[src/rtl/bnrm_pkg.sv]
// ----------------------------------------------------------------------------
// bnrm_pkg
// Shared types, constants and helpers for the breakout next-return mean block.
// ----------------------------------------------------------------------------
package bnrm_pkg;

	localparam int unsigned PRICE_W     = 32;
	localparam int unsigned RET_W       = 32;
	localparam int unsigned SUM_W       = 64;
	localparam int unsigned COUNT_W     = 17;
	localparam int unsigned FRAC_BITS   = 16;
	localparam int unsigned ITER_W      = 7;
	localparam int unsigned RET_ITERS   = PRICE_W + FRAC_BITS;
	localparam int unsigned MEAN_ITERS  = SUM_W;

	localparam logic [COUNT_W-1:0] COUNT_LIMIT = {COUNT_W{1'b1}};
	localparam logic [SUM_W-1:0]   POS_LIMIT   = 64'h0000_0000_7fff_ffff;
	localparam logic [SUM_W-1:0]   NEG_LIMIT   = 64'h0000_0000_8000_0000;

	// sequencer states
	typedef enum logic [2:0] {
		ST_IDLE,
		ST_SETTLE,
		ST_RET_DIV,
		ST_FINISH,
		ST_MEAN_DIV,
		ST_EMIT
	} state_t;

	// request to the shared divider
	typedef struct packed {
		logic              start;
		logic [ITER_W-1:0] iters;
	} div_req_t;

	// saturate a quotient magnitude to the signed 32-bit range
	function automatic logic [RET_W-1:0] sat_signed(input logic [SUM_W-1:0] q,
	                                                input logic neg);
		logic [RET_W-1:0] r;
		if (neg) begin
			if (q > NEG_LIMIT) r = NEG_LIMIT[RET_W-1:0];
			else               r = RET_W'(~q[RET_W-1:0] + 1'b1);
		end else begin
			if (q > POS_LIMIT) r = POS_LIMIT[RET_W-1:0];
			else               r = q[RET_W-1:0];
		end
		return r;
	endfunction

endpackage

[src/rtl/bnrm_if.sv]
// ----------------------------------------------------------------------------
// bnrm channel interfaces
// Valid/ready channels for price samples and for mean results.
// ----------------------------------------------------------------------------
interface bnrm_in_if;
	logic        valid;
	logic        ready;
	logic [31:0] price;
	logic        price_valid;
	logic        series_last;

	modport source (output valid, price, price_valid, series_last, input ready);
	modport sink   (input valid, price, price_valid, series_last, output ready);
endinterface

interface bnrm_out_if;
	logic               valid;
	logic               ready;
	logic signed [31:0] mean_return;
	logic               has_result;

	modport source (output valid, mean_return, has_result, input ready);
	modport sink   (input valid, mean_return, has_result, output ready);
endinterface

[src/rtl/bnrm_div.sv]
// ----------------------------------------------------------------------------
// bnrm_div
// Shared restoring radix-2 divider, one quotient bit per cycle, msb first.
// ----------------------------------------------------------------------------
module bnrm_div
	import bnrm_pkg::*;
(
	input  logic             clk,
	input  logic             arst_n,
	input  div_req_t         req,
	input  logic [SUM_W-1:0] dividend,
	input  logic [31:0]      divisor,
	output logic             done,
	output logic [SUM_W-1:0] quotient
);

	logic [SUM_W-1:0]  dq_q;
	logic [31:0]       rem_q;
	logic [31:0]       dvs_q;
	logic [ITER_W-1:0] cnt_q;
	logic              busy_q;
	logic              done_q;
	logic [32:0]       rem_shift;
	logic [32:0]       diff;

	// one trial subtraction
	assign rem_shift = {rem_q, dq_q[SUM_W-1]};
	assign diff      = rem_shift - {1'b0, dvs_q};

	// control
	always_ff @(posedge clk or negedge arst_n) begin
		if (!arst_n) begin
			busy_q <= 1'b0;
			done_q <= 1'b0;
			cnt_q  <= '0;
		end else begin
			done_q <= !req.start && busy_q && (cnt_q == ITER_W'(1));
			if (req.start) begin
				busy_q <= 1'b1;
				cnt_q  <= req.iters;
			end else if (busy_q) begin
				cnt_q <= cnt_q - 1'b1;
				if (cnt_q == ITER_W'(1)) begin
					busy_q <= 1'b0;
				end
			end
		end
	end

	// datapath
	always_ff @(posedge clk) begin
		if (req.start) begin
			dq_q  <= dividend;
			rem_q <= '0;
			dvs_q <= divisor;
		end else if (busy_q) begin
			if (!diff[32]) begin
				rem_q <= diff[31:0];
				dq_q  <= {dq_q[SUM_W-2:0], 1'b1};
			end else begin
				rem_q <= rem_shift[31:0];
				dq_q  <= {dq_q[SUM_W-2:0], 1'b0};
			end
		end
	end

	assign done     = done_q;
	assign quotient = dq_q;

endmodule

[src/rtl/breakout_next_return_mean.sv]
// ----------------------------------------------------------------------------
// breakout_next_return_mean
// Tracks the running high of a price series, averages the return of the
// sample that follows each new high, and reports the mean on the last sample.
// ----------------------------------------------------------------------------
//  channel   dir  fields                                   role
//  samples   in   price, price_valid, series_last          one price request
//  results   out  mean_return (Q16 signed), has_result     one per series end
//
//  A sample passes settle and finish, with a return division in between
//  when it settles a pending high; the shared radix-2 divider gives one
//  quotient bit per cycle (48 bits for a return). A last sample adds the
//  64-bit mean division if a return was counted, and any wait for output.
//  samples.ready is high only in idle; a held result does not block intake
//  until the next series end needs the output register.
//  Reset clears the running high, pending price, sum, count and result valid.
// ----------------------------------------------------------------------------
module breakout_next_return_mean
	import bnrm_pkg::*;
(
	input  logic       clk,
	input  logic       arst_n,
	bnrm_in_if.sink    samples,
	bnrm_out_if.source results
);

	state_t state_q, state_d;

	logic [PRICE_W-1:0] price_q;
	logic               usable_q;
	logic               last_q;
	logic [PRICE_W-1:0] high_q;
	logic               seen_q;
	logic [PRICE_W-1:0] pend_q;
	logic               pend_flag_q;
	logic [SUM_W-1:0]   sum_q;
	logic [COUNT_W-1:0] count_q;
	logic               neg_q;
	logic               out_valid_q;
	logic [RET_W-1:0]   out_ret_q;
	logic               out_has_q;

	div_req_t           div_req;
	logic [SUM_W-1:0]   div_dividend;
	logic [31:0]        div_divisor;
	logic               div_done;
	logic [SUM_W-1:0]   div_quot;

	logic               accept;
	logic               do_return;
	logic               ret_neg;
	logic [PRICE_W-1:0] ret_mag;
	logic               sum_neg;
	logic [SUM_W-1:0]   sum_mag;
	logic [RET_W-1:0]   sat_val;
	logic               emit_go;

	assign accept  = samples.valid && samples.ready;
	assign emit_go = !out_valid_q || results.ready;

	// settle decision and operand magnitudes
	assign do_return = pend_flag_q && usable_q && (count_q < COUNT_LIMIT);
	assign ret_neg   = price_q < pend_q;
	assign ret_mag   = ret_neg ? (pend_q - price_q) : (price_q - pend_q);
	assign sum_neg   = sum_q[SUM_W-1];
	assign sum_mag   = sum_neg ? (~sum_q + 1'b1) : sum_q;
	assign sat_val   = sat_signed(div_quot, neg_q);

	// next state
	always_comb begin
		state_d = state_q;
		unique case (state_q)
			ST_IDLE:     if (accept) state_d = ST_SETTLE;
			ST_SETTLE:   state_d = do_return ? ST_RET_DIV : ST_FINISH;
			ST_RET_DIV:  if (div_done) state_d = ST_FINISH;
			ST_FINISH: begin
				if (!last_q)              state_d = ST_IDLE;
				else if (count_q == '0)   state_d = ST_EMIT;
				else                      state_d = ST_MEAN_DIV;
			end
			ST_MEAN_DIV: if (div_done) state_d = ST_EMIT;
			ST_EMIT:     if (emit_go) state_d = ST_IDLE;
			default:     state_d = ST_IDLE;
		endcase
	end

	// divider requests and operands
	always_comb begin
		div_req      = '0;
		div_dividend = {ret_mag, 32'b0};
		div_divisor  = pend_q;
		unique case (state_q)
			ST_SETTLE: begin
				div_req.start = do_return;
				div_req.iters = ITER_W'(RET_ITERS);
			end
			ST_FINISH: begin
				div_req.start = last_q && (count_q != '0);
				div_req.iters = ITER_W'(MEAN_ITERS);
				div_dividend  = sum_mag;
				div_divisor   = 32'(count_q);
			end
			default: ;
		endcase
	end

	assign samples.ready = (state_q == ST_IDLE);

	bnrm_div u_div (
		.clk      (clk),
		.arst_n   (arst_n),
		.req      (div_req),
		.dividend (div_dividend),
		.divisor  (div_divisor),
		.done     (div_done),
		.quotient (div_quot)
	);

	// control state
	always_ff @(posedge clk or negedge arst_n) begin
		if (!arst_n) begin
			state_q     <= ST_IDLE;
			high_q      <= '0;
			seen_q      <= 1'b0;
			pend_q      <= '0;
			pend_flag_q <= 1'b0;
			sum_q       <= '0;
			count_q     <= '0;
			out_valid_q <= 1'b0;
		end else begin
			state_q <= state_d;
			// result valid: set on emit, cleared when taken
			if (state_q == ST_EMIT && emit_go) out_valid_q <= 1'b1;
			else if (results.ready)            out_valid_q <= 1'b0;
			unique case (state_q)
				ST_SETTLE: pend_flag_q <= 1'b0;
				ST_RET_DIV: begin
					if (div_done) begin
						sum_q   <= sum_q + {{(SUM_W-RET_W){sat_val[RET_W-1]}}, sat_val};
						count_q <= count_q + 1'b1;
					end
				end
				ST_FINISH: begin
					// a non-final usable price above the high, or the first one, becomes pending
					if (!last_q && usable_q && (!seen_q || price_q > high_q)) begin
						high_q      <= price_q;
						seen_q      <= 1'b1;
						pend_q      <= price_q;
						pend_flag_q <= 1'b1;
					end
				end
				ST_EMIT: begin
					if (emit_go) begin
						high_q      <= '0;
						seen_q      <= 1'b0;
						pend_q      <= '0;
						pend_flag_q <= 1'b0;
						sum_q       <= '0;
						count_q     <= '0;
					end
				end
				default: ;
			endcase
		end
	end

	// payload registers
	always_ff @(posedge clk) begin
		if (accept) begin
			price_q  <= samples.price;
			usable_q <= samples.price_valid && (samples.price != '0);
			last_q   <= samples.series_last;
		end
		if (state_q == ST_SETTLE) neg_q <= ret_neg;
		if (state_q == ST_FINISH) begin
			neg_q     <= sum_neg;
			out_ret_q <= '0;
			out_has_q <= 1'b0;
		end
		if (state_q == ST_MEAN_DIV && div_done) begin
			out_ret_q <= sat_val;
			out_has_q <= 1'b1;
		end
	end

	// output register
	logic [RET_W-1:0] res_ret_q;
	logic             res_has_q;

	always_ff @(posedge clk) begin
		if (state_q == ST_EMIT && emit_go) begin
			res_ret_q <= out_ret_q;
			res_has_q <= out_has_q;
		end
	end

	assign results.valid       = out_valid_q;
	assign results.mean_return = res_ret_q;
	assign results.has_result  = res_has_q;

endmodule

[src/flat_wrapper.sv]
// flat-port wrapper written by rule: the top's interface ports become plain ports
module breakout_next_return_mean_flat import bnrm_pkg::*;
  (clk, arst_n, samples_valid, samples_price, samples_price_valid, samples_series_last, samples_ready, results_valid, results_mean_return, results_has_result, results_ready);
  bnrm_in_if samples_i ();
  bnrm_out_if results_i ();
  input  logic clk;
  input  logic arst_n;
  input wire logic [$bits(samples_i.valid)-1:0] samples_valid;
  input wire logic [$bits(samples_i.price)-1:0] samples_price;
  input wire logic [$bits(samples_i.price_valid)-1:0] samples_price_valid;
  input wire logic [$bits(samples_i.series_last)-1:0] samples_series_last;
  output wire logic [$bits(samples_i.ready)-1:0] samples_ready;
  output wire logic [$bits(results_i.valid)-1:0] results_valid;
  output wire logic [$bits(results_i.mean_return)-1:0] results_mean_return;
  output wire logic [$bits(results_i.has_result)-1:0] results_has_result;
  input wire logic [$bits(results_i.ready)-1:0] results_ready;
  assign samples_i.valid = samples_valid;
  assign samples_i.price = samples_price;
  assign samples_i.price_valid = samples_price_valid;
  assign samples_i.series_last = samples_series_last;
  assign samples_ready = samples_i.ready;
  assign results_valid = results_i.valid;
  assign results_mean_return = results_i.mean_return;
  assign results_has_result = results_i.has_result;
  assign results_i.ready = results_ready;
  breakout_next_return_mean u_core (.clk(clk), .arst_n(arst_n), .samples(samples_i), .results(results_i));
endmodule
[config.mk]
export PLATFORM = sky130hd
export DESIGN_NAME = breakout_next_return_mean_flat
export DESIGN_NICKNAME = d
export VERILOG_FILES = /design/src/rtl/bnrm_pkg.sv /design/src/rtl/bnrm_if.sv /design/src/rtl/bnrm_div.sv /design/src/rtl/breakout_next_return_mean.sv /design/src/flat_wrapper.sv
export SDC_FILE = /design/constraint.sdc
export NUM_CORES = 1
export LEC_CHECK = 0
export BUFFER_PORTS_ARGS = -buffer_cell sky130_fd_sc_hd__buf_2
export CAP_MARGIN = 25
export CORE_MARGIN = 5
export CORE_UTILIZATION = 65
export DETAILED_ROUTE_END_ITERATION = 12
export PLACE_DENSITY = 0.83
export REMOVE_ABC_BUFFERS = 1
export SETUP_SLACK_MARGIN = 0.2
export SLEW_MARGIN = 20
export SYNTH_ARGS = -nofsm -noshare
export SYNTH_HDL_FRONTEND = slang
export SYNTH_SLANG_ARGS = --single-unit
[constraint.sdc]
create_clock -name clk -period 10.15 [get_ports clk]
set_clock_uncertainty 0.1 [all_clocks]
set_input_delay 2.5375 -clock clk [delete_from_list [all_inputs] [get_ports clk]]
set_output_delay 2.5375 -clock clk [all_outputs]
set_load 0.02 [all_outputs]
[Word-level counts from Yosys, hierarchy flattened]
Cells that the tools add are included.
Operators by class
  add/subtract/negate cells: 8
  multipliers: 0
  divide/modulo/power cells: 0
  order comparisons: 5
  equal/unequal tests: 11
  shift-type cells: 0
  mux-type cells: 44
  bitwise gates (word level): 2
  reductions and logical operators: 32
Operator list (count)
  $mux 64: 6
  $mux 32: 9
  $pmux 64 s2: 1
  $add 64x1->64 const B: 1
  $add 64x64->64: 1
  $gt 64x31->1 const B: 1
  $gt 64x32->1 const B: 1
  $not 64->64: 1
  $pmux 32 s2: 1
  $sub 32x32->32: 2
  $mux 17: 3
  $pmux 17 s2: 1
  $sub 33x32->33: 1
  $add 32x1->32 const B: 1
  $gt 32x32->1: 1
  $lt 32x32->1: 1
  $not 32->32: 1
  $reduce_bool 32->1: 1
  $pmux 3 s6: 1
  $add 17x1->17 const B: 1
  $logic_not 17->1: 1
  $lt 17x17->1 const B: 1
  $reduce_bool 17->1: 1
  $pmux 8 s2: 1
  20 further kinds: 62
Storage, ports and cells
  bits in registers: 357
  latch bits: 0
  RAM bits: 0
  ROM bits: 0
  bits of input ports: 38
  output and inout port bits: 35
  word-level logic and storage cells: 124
  memories kept: 0

[Logic depth before layout (Yosys ltp)]
  word-level depth: 7
  mapped depth: 24
  depth with buffers taken out: 22

[Modules after synthesis]
From an unflattened synthesis, not the netlist that was laid out.
Unflattened totals
  cells, all modules: 2920
  area total of the unflattened synthesis: 26016.2 µm²
Modules (own cells, without submodules)
  breakout_next_return_mean: instances 1, cells each 2215, area an instance 18398.9 µm², seq. area each 6000.8 µm²
  bnrm_div: instances 1, cells each 705, area an instance 7617.3 µm², seq. area each 3748.6 µm²

[Worst setup path before layout]
No wires, ideal clock.
  path type: register -> register
  start: reg u_core.u_div.dq_q[16], in the netlist u_core.u_div.quotient[16]
  end: reg u_core.sum_q[63]
  setup time: 0.081 ns
  arrival time: 5.787 ns
  data required time: 9.969 ns
  slack: 4.182 ns
  stages on the path, launching flop included: 19
  buffers on the path: 1
  period minus slack after synthesis: 5.968 ns
  cell sequence: edfxtp_1 -> or4_1 -> nor4_1 -> nand3_1 -> nand3_1 -> o21ai_0 -> a41oi_1 -> ha_1 -> clkbuf_1 -> a211oi_1 -> o211ai_1 -> a21oi_1 -> and2_1 -> o2111a_1 -> nor2_1 -> a21o_1 -> a21oi_1 -> nand3_1 -> a21oi_1
Between the ends
  word-level cells in the longest chain between the ends: 7
  elaborated cells on any way between the ends: 10
  classes of those cells: 2 x add/sub; 2 x order compare; 5 x mux; 1 x bitwise
Ends and longest elaborated chain
  from (decl): RTL line bnrm_div.sv:17  | logic [SUM_W-1:0] dq_q;
  from (signal assigned): RTL line bnrm_div.sv:53  | dq_q <= dividend;
  from (signal assigned): RTL line bnrm_div.sv:59  | dq_q <= {dq_q[SUM_W-2:0], 1'b1};
  from (signal assigned): RTL line bnrm_div.sv:62  | dq_q <= {dq_q[SUM_W-2:0], 1'b0};
  branches (longest 3 deep; another with $gt 64x31->1)
  $mux 32 (*): RTL line bnrm_pkg.sv:40  | if (neg) begin
  via u_core.sat_val[31]: RTL line breakout_next_return_mean.sv:55  | logic [RET_W-1:0] sat_val;
  $add 64x64->64 (*): RTL line breakout_next_return_mean.sv:139  | sum_q <= sum_q + {{(SUM_W-RET_W){sat_val[RET_W-1]}}, sat_val};
  $mux 64 (*): RTL line breakout_next_return_mean.sv:138  | if (div_done) begin
  $pmux 64 s2 (*): RTL line breakout_next_return_mean.sv:135  | unique case (state_q)
  to (signal assigned): RTL line breakout_next_return_mean.sv:139
  to (decl): RTL line breakout_next_return_mean.sv:36  | logic [SUM_W-1:0] sum_q;
Mark *: on every way through the listed nets, which the timed path passes. The select of a mux whose other input is x is not followed.
A chain may end at the register's enable or synchronous reset.

[Worst setup path in the final report]
  start: reg u_core.u_div.dq_q[15], in the netlist u_core.u_div.quotient[15]
  end: reg u_core.sum_q[50]
The elaborated chain is that of the path after synthesis.

==> metrics.txt <==
Area Overhead vs Synth 8.078%; first-pass GRT wire length 123.3 mm; Synth async-reset ratio 35.85%; DRC viols 0; CTS root buffer clkbuf_16; Fmax 127.6 MHz; number of port buffers 72; status finished, final reports clean; grt ovf 0; crit end category flop; CP max FO 23; TritonCTS Buffers 40; worst-skew pair later-pin latency 600 ps; DPL Wire Length 56.48 mm; Routed WL 78.10 mm; Worst Tran Pin Value 1055 ps; final RePlAce weighted congestion 1.015; CTS tree yes; Clock Sinks 357; Syn Std Cell Area 25,450 sq um; Yosys reg bits 357; Max IR drop VDD 0.0002349 V; die width 207.9 um; clock-pin slew on the worst setup and hold paths 60 ps; clk buf depth 3; Std-Cell Rows 72; CP required 10,490 ps; switching power 5121 uW; initial antenna violation count 0; fraction of layout cells with a size suffix above 1 7.906%; DR iter-0 viols 2,732; Pwr per Cell Area 379.1 nW/um^2; Core ar. 38,740 sq um; leakage 0.01144 uW; largest net degree at the start of global routing 81; setup total negative slack 0 ps; Global Route Usage Sum 35.09%; WP data arrival 8180 ps; post-CTS setup buffer count 0; commonest cells after routing, fill and taps aside 344 x nand2_1, 300 x o21ai_0, 201 x a21oi_1, 196 x edfxtp_1, 178 x ha_1; final slew viol count 0; vias per inst 6.770; via count 23,290; min setup slack post-route 2312 ps; pre-CTS setup slack 2531 ps; clock network power share 14.2%; Final ANT Viol Nets 0; die area 43,210 sq um; first-pass detailed-route iteration total 6; relative slew slack 29.50%; combinational fraction of design power 59.3%; YS warnings 0; max cap viols 0; Tcrit/Tclk final 77.22%; Crit Path Class flop to flop; nets 3,110; cts hold-fix bufs 0; Final min period 7838 ps; top_reg_cell synth edfxtp_1; ant diodes 0; Pint 5305 uW; final hold vios 0; Distinct cells, synth 88; sequential share of the synthesized area 38.31%; commonest non-fill, non-tap cell in the layout nand2_1; number of global-route vias before repair 22,510; Register Area 9754 sq um; Starting Density 65.69%; hold_ws 318.5 ps; Post-synth EDFFs 196; post-synthesis instance total 2,893; RSZ-0062 raised after global routing no; Final Setup Violations 0; Mapped Avg Cell Area 8.796 sq um; Ports 73; Avg WL per Cell 22.70 um; Hold/Removal Path Class flop to flop; Sequential Power Share 26.5%; multi-input logic area 14,590 sq um; Die Ht 207.9 um; CTS resizes 0; crit start category flop; Filler Cell Count 3,040; Sw Ratio 49.12%; H-tree depth 2
==> registers in the layout (all words and copies together) (netlist names), 3 cells and up <==
name / count
u_core.price_q: 32
u_core.results.mean_return: 32
u_core.u_div.dvs_q: 32
u_core.out_ret_q: 32
u_core.sum_q: 64
u_core.high_q: 32
u_core.u_div.rem_q: 32
u_core.state_q: 3
u_core.u_div.cnt_q: 7
u_core.count_q: 17
u_core.u_div.quotient: 64
==> final cells by class <==
| type | instances | share of cell area (%) |
|---|---|---|
| clock buffers | 49 | 3.835 |
| clock inverters | 25 | 1.014 |
| inverters | 161 | 2.197 |
| multi-input cells | 2233 | 53.05 |
| flip-flops and latches | 357 | 35.47 |
| well taps | 518 | 2.356 |
| repair buffers | 97 | 2.079 |
==> power by group through the flow <==
stage                     Clock (uW)  Combinational, uW  Sequential, uW
after floorplan                    0               4430            2570
after global placement             0               5860            2720
after detailed placement           0               5980            2750
after CTS                       1500               6040            2730
after global routing            1550               6750            2810
final                           1480               6190            2760
==> metrics by stage <==
| step | power, uW | std cells | utilization (%) | instance area [sq um] |
|---|---|---|---|---|
| after floorplan | 6997 | 2751 | - | 24860 |
| after CTS | 10260 | 3438 | 70.91 | 27470 |
| after global routing | 11120 | 3440 | 71.00 | 27500 |
| final | 10430 | 3440 | 71.00 | 27500 |
| after global placement | 8576 | 3364 | 67.47 | 26140 |
| after detailed placement | 8728 | 3364 | 67.47 | 26140 |
==> cell families after synthesis <==
| logic type | count (synthesis) | synth area share (%) |
|---|---|---|
| DFF | 357 | 38.31 |
| adders and majority gates | 182 | 9.066 |
| buffers and inverters | 303 | 4.681 |
| muxes | 25 | 1.062 |
| and+or+nand+nor | 923 | 18.00 |
| AOI/OAI and AO/OA | 908 | 22.16 |
| xor gates and xnor gates | 195 | 6.711 |
==> metal layers <==
layer / wire length (um) / GRT usage, %
met5: 0 / 0
met4: 4991 / 19.73
met3: 6905 / 5.108
met2: 35140 / 55.30
met1: 31060 / 46.72
==> worst paths after layout <==
path                                                startpoint                                       end  slack (ps)  depth (start not counted)
min                         u_core.out_ret_q[23]$_SDFFCE_PN0P_  u_core.results.mean_return[23]$_DFFE_PP_         320                          0
max reg2reg                u_core.u_div.quotient[15]$_DFFE_PP_              u_core.sum_q[50]$_DFFE_PN0P_        2310                         18
max                        u_core.u_div.quotient[15]$_DFFE_PP_              u_core.sum_q[50]$_DFFE_PN0P_        2310                         18
max in group asynchronous                               arst_n               u_core.sum_q[7]$_DFFE_PN0P_        6760                          2
min in group asynchronous                               arst_n             u_core.high_q[17]$_DFFE_PN0P_        1910                          1
min reg2reg                 u_core.out_ret_q[23]$_SDFFCE_PN0P_  u_core.results.mean_return[23]$_DFFE_PP_         320                          0
==> worst max-delay path, cell delays in order, from the launching register on <==
cell and delay, ps:
edfxtp_1 480, or4_1 560, nor4_1 480, nor4b_2 640
nand2_1 180, o21ai_2 380, nand3_1 820, o311ai_0 1100
ha_1 390, a21oi_1 270, o21ai_0 150, a311oi_1 330
o21ai_0 130, a31oi_1 440, o21ai_0 410, a211oi_1 400
o21ba_2 210, xor2_1 150, o21ai_0 90
==> cell usage after synthesis, types with 11 or more instances <==
cell type	instances	area (sq um)
and2_1	52	325.3
or3_1	18	112.6
a21oi_1	201	1006
nor2_1	144	540.5
nor4_1	39	244.0
nor2b_1	18	112.6
o211ai_1	14	105.1
xor2_1	109	954.7
a21o_1	65	488.0
inv_1	160	600.6
dfrtp_1	128	3203
xnor2_1	86	753.2
o22ai_1	14	87.58
a211oi_1	18	135.1
o21a_1	22	165.2
or4_1	22	165.2
or2_2	15	93.84
a21boi_0	11	82.58
a31oi_1	55	344.1
o21ai_0	300	1501
edfxtp_1	196	5886
dfxtp_1	33	660.6
nor3_1	47	235.2
nand2b_1	15	93.84
nand4_1	46	287.8
ha_1	178	2227
o311ai_0	23	201.4
o21bai_1	31	232.7
and3_1	25	156.4
mux2i_1	18	180.2
clkbuf_1	128	480.5
nand3_1	82	410.4
o31ai_1	62	465.5
nand2_1	344	1291
No activity file was read; power rests on OpenSTA's default activity.
